==> src/sv/ple_pkg.sv <==
package ple_pkg;

    localparam int CAPACITY = 16;
    localparam int IDX_W    = $clog2(CAPACITY);
    localparam int CNT_W    = 5;
    localparam int POS_W    = 5;
    localparam int FUNC_W   = 3;
    localparam int DATA_W   = 32;
    localparam int STAT_W   = 2;

    localparam logic [FUNC_W-1:0] FN_ADD_FRONT = 3'd0;
    localparam logic [FUNC_W-1:0] FN_ADD_BACK  = 3'd1;
    localparam logic [FUNC_W-1:0] FN_INSERT    = 3'd2;
    localparam logic [FUNC_W-1:0] FN_DEL_FRONT = 3'd3;
    localparam logic [FUNC_W-1:0] FN_DEL_BACK  = 3'd4;
    localparam logic [FUNC_W-1:0] FN_DEL_POS   = 3'd5;

    localparam logic [STAT_W-1:0] ST_DONE    = 2'd0;
    localparam logic [STAT_W-1:0] ST_INVALID = 2'd1;
    localparam logic [STAT_W-1:0] ST_FULL    = 2'd2;

    localparam logic [1:0] OP_HOLD = 2'd0;
    localparam logic [1:0] OP_INS  = 2'd1;
    localparam logic [1:0] OP_DEL  = 2'd2;
    localparam logic [1:0] OP_ROT  = 2'd3;

    typedef struct packed {
        logic [1:0]        op;
        logic [IDX_W-1:0]  idx;
        logic [DATA_W-1:0] value;
    } ple_cell_ctl_t;

endpackage

==> src/sv/ple_cmd_if.sv <==
interface ple_cmd_if
    import ple_pkg::*;
();
    logic                     valid;
    logic                     ready;
    logic [FUNC_W-1:0]        func;
    logic [POS_W-1:0]         position;
    logic signed [DATA_W-1:0] value;

    modport source (output valid, output func, output position, output value, input ready);
    modport sink   (input valid, input func, input position, input value, output ready);
endinterface

==> src/sv/ple_res_if.sv <==
interface ple_res_if
    import ple_pkg::*;
();
    logic                     valid;
    logic                     ready;
    logic [STAT_W-1:0]        status;
    logic [CNT_W-1:0]         count;
    logic                     has_element;
    logic [CNT_W-1:0]         element_index;
    logic signed [DATA_W-1:0] element_value;
    logic                     last;

    modport source (output valid, output status, output count, output has_element,
                    output element_index, output element_value, output last,
                    input ready);
    modport sink   (input valid, input status, input count, input has_element,
                    input element_index, input element_value, input last,
                    output ready);
endinterface

==> src/sv/ple_cell.sv <==
module ple_cell
    import ple_pkg::*;
(
    input  logic                  clk,
    input  logic [IDX_W-1:0]      cell_idx,
    input  ple_cell_ctl_t         ctl,
    input  logic [DATA_W-1:0]     left_data,
    input  logic [DATA_W-1:0]     right_data,
    output logic [DATA_W-1:0]     data
);

    logic [DATA_W-1:0] data_reg;
    logic [DATA_W-1:0] data_next;

    always_comb
    begin
        data_next = data_reg;
        unique case (ctl.op)
            OP_HOLD:
            begin
                data_next = data_reg;
            end
            OP_INS:
            begin
                if (cell_idx > ctl.idx)
                begin
                    data_next = left_data;
                end
                else if (cell_idx == ctl.idx)
                begin
                    data_next = ctl.value;
                end
            end
            OP_DEL:
            begin
                if (cell_idx >= ctl.idx)
                begin
                    data_next = right_data;
                end
            end
            OP_ROT:
            begin
                data_next = right_data;
            end
            default:
            begin
                data_next = data_reg;
            end
        endcase
    end

    always_ff @(posedge clk)
    begin
        data_reg <= data_next;
    end

    assign data = data_reg;

endmodule

==> src/sv/positional_list_engine.sv <==
// Ordered list of up to CAPACITY signed 32-bit values held in a ring of cells, one value
// per cell. A command is taken only when the block is idle; it is applied to all cells in
// the cycle it is accepted (each cell shifts from its neighbor or loads the new value), then
// the list streams from the front cell while the ring rotates one place per step. The ring
// makes a full turn of CAPACITY steps so the order is restored; the steps that show an
// element wait while the result side holds ready low. An empty list gives one result.
// Rejected commands leave the list unchanged and still stream it with the error status on
// every result.
module positional_list_engine
    import ple_pkg::*;
(
    input  logic      clk,
    input  logic      rst_n,
    ple_cmd_if.sink   cmd,
    ple_res_if.source res
);

    localparam logic S_IDLE = 1'b0;
    localparam logic S_OUT  = 1'b1;

    logic              state_reg;
    logic              state_next;
    logic [CNT_W-1:0]  count_reg;
    logic [CNT_W-1:0]  count_next;
    logic [IDX_W-1:0]  k_reg;
    logic [IDX_W-1:0]  k_next;
    logic [STAT_W-1:0] status_reg;
    logic [STAT_W-1:0] status_next;

    logic              acc;
    logic              cmd_ok;
    logic              cmd_ins;
    logic [STAT_W-1:0] cmd_status;
    logic [IDX_W-1:0]  cmd_idx;
    logic [POS_W-1:0]  pos_m1;
    logic [CNT_W:0]    cnt_p1;
    logic [CNT_W-1:0]  cnt_m1;
    logic [CNT_W-1:0]  k_ext;
    logic              in_list;
    logic              advance;
    ple_cell_ctl_t     ctl;
    logic [DATA_W-1:0] cell_data [CAPACITY];

    assign acc     = cmd.valid && cmd.ready;
    assign pos_m1  = cmd.position - POS_W'(1);
    assign cnt_p1  = {1'b0, count_reg} + (CNT_W+1)'(1);
    assign cnt_m1  = count_reg - CNT_W'(1);
    assign k_ext   = CNT_W'(k_reg);
    assign in_list = k_ext < count_reg;

    // command decode
    always_comb
    begin
        cmd_ok     = 1'b0;
        cmd_ins    = 1'b0;
        cmd_status = ST_INVALID;
        cmd_idx    = '0;
        unique case (cmd.func)
            FN_ADD_FRONT, FN_ADD_BACK, FN_INSERT:
            begin
                cmd_ins = 1'b1;
                if (count_reg >= CNT_W'(CAPACITY))
                begin
                    cmd_status = ST_FULL;
                end
                else if (cmd.func == FN_ADD_FRONT)
                begin
                    cmd_ok = 1'b1;
                end
                else if (cmd.func == FN_ADD_BACK)
                begin
                    cmd_ok  = 1'b1;
                    cmd_idx = count_reg[IDX_W-1:0];
                end
                else if (cmd.position != '0 && {1'b0, cmd.position} <= cnt_p1)
                begin
                    cmd_ok  = 1'b1;
                    cmd_idx = pos_m1[IDX_W-1:0];
                end
            end
            FN_DEL_FRONT, FN_DEL_BACK, FN_DEL_POS:
            begin
                if (count_reg == '0)
                begin
                    cmd_ok = 1'b0;
                end
                else if (cmd.func == FN_DEL_FRONT)
                begin
                    cmd_ok = 1'b1;
                end
                else if (cmd.func == FN_DEL_BACK)
                begin
                    cmd_ok  = 1'b1;
                    cmd_idx = cnt_m1[IDX_W-1:0];
                end
                else if (cmd.position != '0 && cmd.position <= count_reg)
                begin
                    cmd_ok  = 1'b1;
                    cmd_idx = pos_m1[IDX_W-1:0];
                end
            end
            default:
            begin
                cmd_ok = 1'b0;
            end
        endcase
        if (cmd_ok)
        begin
            cmd_status = ST_DONE;
        end
    end

    assign advance = in_list ? res.ready : 1'b1;

    // sequencer
    always_comb
    begin
        state_next  = state_reg;
        count_next  = count_reg;
        k_next      = k_reg;
        status_next = status_reg;
        ctl.op      = OP_HOLD;
        ctl.idx     = cmd_idx;
        ctl.value   = cmd.value;
        unique case (state_reg)
            S_IDLE:
            begin
                if (acc)
                begin
                    state_next  = S_OUT;
                    status_next = cmd_status;
                    k_next      = '0;
                    if (cmd_ok)
                    begin
                        ctl.op     = cmd_ins ? OP_INS : OP_DEL;
                        count_next = cmd_ins ? count_reg + CNT_W'(1) : cnt_m1;
                    end
                end
            end
            S_OUT:
            begin
                if (count_reg == '0)
                begin
                    if (res.ready)
                    begin
                        state_next = S_IDLE;
                    end
                end
                else if (advance)
                begin
                    ctl.op = OP_ROT;
                    k_next = k_reg + IDX_W'(1);
                    if (k_reg == IDX_W'(CAPACITY - 1))
                    begin
                        state_next = S_IDLE;
                    end
                end
            end
            default:
            begin
                state_next = S_IDLE;
            end
        endcase
    end

    always_ff @(posedge clk or negedge rst_n)
    begin
        if (!rst_n)
        begin
            state_reg  <= S_IDLE;
            count_reg  <= '0;
            k_reg      <= '0;
            status_reg <= ST_DONE;
        end
        else
        begin
            state_reg  <= state_next;
            count_reg  <= count_next;
            k_reg      <= k_next;
            status_reg <= status_next;
        end
    end

    // ring of cells, front at index 0
    for (genvar i = 0; i < CAPACITY; i++)
    begin : g_cell
        ple_cell u_cell (
            .clk        (clk),
            .cell_idx   (IDX_W'(i)),
            .ctl        (ctl),
            .left_data  (cell_data[(i + CAPACITY - 1) % CAPACITY]),
            .right_data (cell_data[(i + 1) % CAPACITY]),
            .data       (cell_data[i])
        );
    end

    assign cmd.ready         = (state_reg == S_IDLE);
    assign res.valid         = (state_reg == S_OUT) &&
                               ((count_reg == '0) ? (k_reg == '0) : in_list);
    assign res.status        = status_reg;
    assign res.count         = count_reg;
    assign res.has_element   = (count_reg != '0);
    assign res.element_index = (count_reg == '0) ? '0 : k_ext + CNT_W'(1);
    assign res.element_value = (count_reg == '0) ? '0 : cell_data[0];
    assign res.last          = (count_reg == '0) || (k_ext == cnt_m1);

    a_count_range: assert property (@(posedge clk) disable iff (!rst_n)
        count_reg <= CNT_W'(CAPACITY))
        else $error("list count above capacity");

    a_cmd_starts_run: assert property (@(posedge clk) disable iff (!rst_n)
        acc |=> (state_reg == S_OUT) && (k_reg == '0))
        else $error("command did not start a result run");

    a_reject_keeps_count: assert property (@(posedge clk) disable iff (!rst_n)
        (acc && !cmd_ok) |=> (count_reg == $past(count_reg)))
        else $error("rejected command changed the list count");

    a_no_cmd_during_run: assert property (@(posedge clk) disable iff (!rst_n)
        res.valid |-> !cmd.ready)
        else $error("command port open while results pending");

    a_empty_single: assert property (@(posedge clk) disable iff (!rst_n)
        (res.valid && res.ready && count_reg == '0) |=> (state_reg == S_IDLE))
        else $error("empty list gave more than one result");

endmodule

==> src/flat_wrapper.sv <==
// flat-port wrapper written by rule: the top's interface ports become plain ports
module positional_list_engine_flat import ple_pkg::*;
  (clk, rst_n, cmd_valid, cmd_func, cmd_position, cmd_value, cmd_ready, res_valid, res_status, res_count, res_has_element, res_element_index, res_element_value, res_last, res_ready);
  ple_cmd_if cmd_i ();
  ple_res_if res_i ();
  input  logic clk;
  input  logic rst_n;
  input wire logic [$bits(cmd_i.valid)-1:0] cmd_valid;
  input wire logic [$bits(cmd_i.func)-1:0] cmd_func;
  input wire logic [$bits(cmd_i.position)-1:0] cmd_position;
  input wire logic [$bits(cmd_i.value)-1:0] cmd_value;
  output wire logic [$bits(cmd_i.ready)-1:0] cmd_ready;
  output wire logic [$bits(res_i.valid)-1:0] res_valid;
  output wire logic [$bits(res_i.status)-1:0] res_status;
  output wire logic [$bits(res_i.count)-1:0] res_count;
  output wire logic [$bits(res_i.has_element)-1:0] res_has_element;
  output wire logic [$bits(res_i.element_index)-1:0] res_element_index;
  output wire logic [$bits(res_i.element_value)-1:0] res_element_value;
  output wire logic [$bits(res_i.last)-1:0] res_last;
  input wire logic [$bits(res_i.ready)-1:0] res_ready;
  assign cmd_i.valid = cmd_valid;
  assign cmd_i.func = cmd_func;
  assign cmd_i.position = cmd_position;
  assign cmd_i.value = cmd_value;
  assign cmd_ready = cmd_i.ready;
  assign res_valid = res_i.valid;
  assign res_status = res_i.status;
  assign res_count = res_i.count;
  assign res_has_element = res_i.has_element;
  assign res_element_index = res_i.element_index;
  assign res_element_value = res_i.element_value;
  assign res_last = res_i.last;
  assign res_i.ready = res_ready;
  positional_list_engine u_core (.clk(clk), .rst_n(rst_n), .cmd(cmd_i), .res(res_i));
endmodule
==> config.mk <==
export PLATFORM = sky130hd
export DESIGN_NAME = positional_list_engine_flat
export DESIGN_NICKNAME = d
export VERILOG_FILES = /design/src/sv/ple_pkg.sv /design/src/sv/ple_cmd_if.sv /design/src/sv/ple_res_if.sv /design/src/sv/ple_cell.sv /design/src/sv/positional_list_engine.sv /design/src/flat_wrapper.sv
export SDC_FILE = /design/constraint.sdc
export NUM_CORES = 1
export LEC_CHECK = 0
export CAP_MARGIN = 20
export CORE_AREA = 2 2 207 413
export DETAILED_ROUTE_END_ITERATION = 16
export DIE_AREA = 0 0 209 415
export DONT_BUFFER_PORTS = 1
export HOLD_SLACK_MARGIN = 0.12
export PLACE_DENSITY = 0.46
export SLEW_MARGIN = 15
export SYNTH_ARGS = -nofsm -noshare
export SYNTH_HDL_FRONTEND = slang
export SYNTH_SLANG_ARGS = --single-unit
==> constraint.sdc <==
create_clock -name clk -period 14.4 [get_ports clk]
set_input_delay 2.16 -clock clk [delete_from_list [all_inputs] [get_ports clk]]
set_output_delay 2.16 -clock clk [all_outputs]
set_load 0.02 [all_outputs]
==> reports/metrics.csv <==
stage,metric,value,unit
global_route,grt_pass1_wl,171000,um
routing,dr_total_vias,24300,
pwr,switching_power,3.76,mW
cells_and_area,area_delta_synth_final,8.29,%
yosys,synth_edf_count,512,
yosys,syn_area_per_cell,10.3,um2
sta,setup_viol,0,
yosys,yosysWarningCount,0,
pwr,p_int,4.79,mW
yosys,async_flop_share,2.29,%
pwr,ir_drop,0.137,mV
sta,drv_slew,0,
min_path,hold_path_class,reg -> reg,
cells_and_area,largest_reg_flops,512,
critical_path,cp-endpoint,u_core.g_cell[1].u_cell.data[14],
routing,wl_per_cell,31.7,um
clock_tree,clkSinkCount,524,
global_route,antenna_found_initial,2,
global_route,grt_max_degree,199,
yosys,netlist_area,29000,um2
sta,finalHoldViolCount,0,
critical_path,r2r_end,u_core.g_cell[1].u_cell.data[14],
cells_and_area,n_fill_cell,8181,
die,row_count,150,
routing,via_per_inst,6.51,
global_route,grt.total_usage,26.6,%
clock_tree,clkSlewWorstSetupHoldPaths,0.08,ns
placed_design,dp_hpwl,62000,um
clock_tree,cts_made_buffers,52,
critical_path,worstPathRequired,14.65,ns
pwr,pwr-share-clk,16.3,%
run,maxCapViolCount,0,
sta,setup_slack,7.84,ns
routing,drt_iter0_drc,2881,
routing,ant_nets,0,
routing,drc,0,
critical_path,r2r-start,u_core.res.count[0],
die,pin_count,92,
global_route,grt_overflow,0,
die,core,83500,um2
sta,slew_headroom,21.6,%
pwr,sequentialPowerShare,41.4,%
yosys,synth_cell_types,74,
yosys,synth_common_cells,"566 x nand2_1, 512 x edfxtp_1, 359 x o211ai_1, 161 x nand4_1, 135 x buf_2",
cells_and_area,diodes,0,
clock_tree,cts_setup_buffers,0,
sta,period_share,45.6,%
yosys,ys_seq_area_share,54.0,%
yosys,synth_area_leaders,"edfxtp_1 53%, o211ai_1 9.3%, nand2_1 7.3%",
placed_design,place_ws,7.42,ns
die,start_util,34.7,%
critical_path,slowest_stage,dfrtp_1,
sta,worst_pin_slew,1.18,ns
clock_tree,clockRootBuffer,clkbuf_16,
die,die_h,415,um
clock_tree,cts_tree,done,
outcome,status,finished clean,
critical_path,reg2reg_depth,14,
critical_path,r2r_slack,7.84,ns
clock_tree,insertion_delay,0.62,ns
yosys,synth-seq-cells,524,
placed_design,io_buffers,0,
clock_tree,cts.path.max_buffers,3,
critical_path,cp-end-kind,register,
pwr,leakage,10.9,nW
routing,drt_wl_total,119000,um
pwr,power.density,272,nW/um2
sta,timing.final.crit_period,6.56,ns
critical_path,worst_setup_path_start_kind,register,
sta,tns,0,ns
critical_path,crit_start,u_core.res.count[0],
yosys,yosys.cell_count.top_type,nand2_1,
global_route,grt_pass1_vias,24500,
critical_path,worstPathArrival,6.82,ns
clock_tree,postCtsHoldBufs,0,
cells_and_area,layout-drive-gt1-share,9.45,%
clock_tree,htree_levels,2,
clock_tree,cts_resized,0,
yosys,netlist.area_leader.share,53.0,%
placed_design,gp_congestion,0.886,
cells_and_area,fin_nets,2700,
critical_path,cpPeakStageDelay,0.83,ns
yosys,synth_nets,2875,
yosys,syn_inst,2811,
critical_path,crit_chain,inv_1 > ha_1 > inv_1 > ha_1 > nor2b_1 > o21bai_1 > a31o_2 > a32o_1 > a211oi_4 > buf_12 > and2_2 > buf_4 > a21o_2 > buf_4,
routing,dr.pass1.iters,6,
pwr,pwr-share-comb,42.3,%
sta,max_freq,152,MHz
yosys,synth_area_leader_cell,edfxtp_1,
sta,fin_skew,0.0227,ns
die,die-width,209,um
critical_path,cp_max_fo,132,
yosys,ys.flop_type,edfxtp_1,
sta,rsz0062_at_grt,false,
critical_path,crit_type,reg -> reg,
die,die_area,86700,um2
pwr,switching_share,43.9,%
metrics by stage:
step                util, %  std cells  hold slack (ns)  total power [mW]  area (um2)
finish                 37.6       3740            0.552              8.55       31400
global route           37.6       3740            0.577              8.97       31400
CTS                    37.6       3739            0.550              8.51       31400
detailed placement     35.6       3645            0.535              7.11       29800
global placement       35.6       3645            0.533              7.02       29800
floorplan                 -       2811            0.514              5.78       29000
layer usage:
metal  vias to the layer above  global-route usage [%]  wire length, um
li1                      10400                       -                -
met1                     12400                    32.0            44600
met2                      1281                    45.9            58600
met3                       327                    4.08             8810
met4                         0                    13.6             6560
met5                         -                       0                0
critical path: cells and delay by family, from the launching register on:
family | cells | cell delay [ns]
buf+inv | 5 | 2.36
compound gates | 5 | 1.55
fa+ha+maj | 2 | 0.87
flops | 1 | 0.83
simple gates | 2 | 0.40
power by group through the flow:
stage          registers, mW  logic (mW)  clock network [mW]
6_report                3.54        3.62                1.39
5_1_grt                 3.62        3.89                1.46
4_1_cts                 3.52        3.57                1.42
3_5_place_dp            3.55        3.56                   0
3_3_place_gp            3.52        3.50                   0
2_1_floorplan           3.34        2.45                   0
layout by cell type, fill, tap and decap left out, types with 32 or more instances in the layout:
| cell type | instances |
|---|---|
| nand2_1 | 563 |
| edfxtp_1 | 512 |
| o211ai_1 | 359 |
| nand4_1 | 161 |
| o21ai_0 | 113 |
| a21oi_1 | 108 |
| nor2_1 | 83 |
| nand3_1 | 73 |
| mux2i_1 | 66 |
| o21ai_1 | 61 |
| clkbuf_16 | 53 |
| buf_4 | 51 |
| inv_1 | 50 |
| nor2b_1 | 38 |
| a31oi_1 | 35 |
| nand4b_1 | 32 |
| o2111ai_1 | 32 |
| a2bb2oi_1 | 32 |
layout make-up:
type	count	area, um2	area share, %
clock inverter	34	268	0.852
sequential	524	15700	49.9
clock buffer	60	1350	4.31
tap	1064	1330	4.24
inverter	51	191	0.609
timing repair buffer	57	510	1.63
multi-input combinational	1950	12100	38.5
how the worst min path moves through the flow:
stage / from / end / cells past startpoint / slack, ns
finish: u_core.g_cell[1].u_cell.data[11] / u_core.g_cell[0].u_cell.data[11] / 2 / 0.55
global route: u_core.g_cell[1].u_cell.data[23] / u_core.g_cell[0].u_cell.data[23] / 2 / 0.58
CTS: u_core.g_cell[1].u_cell.data[11] / u_core.g_cell[0].u_cell.data[11] / 2 / 0.55
detailed placement: u_core.g_cell[1].u_cell.data[11] / u_core.g_cell[0].u_cell.data[11] / 2 / 0.54
global placement: u_core.g_cell[15].u_cell.data[30] / u_core.g_cell[14].u_cell.data[30] / 2 / 0.53
floorplan: u_core.g_cell[15].u_cell.data[30] / u_core.g_cell[14].u_cell.data[30] / 2 / 0.51
logic make-up after synthesis:
logic type	count (synthesis)	synth area share, %
simple gates	994	16.0
mux	68	2.39
fa+ha+maj	20	0.863
xor+xnor	13	0.393
flops	524	54.0
compound gates	855	20.9
buf+inv	337	5.38
(Power assumes the default switching activity.)
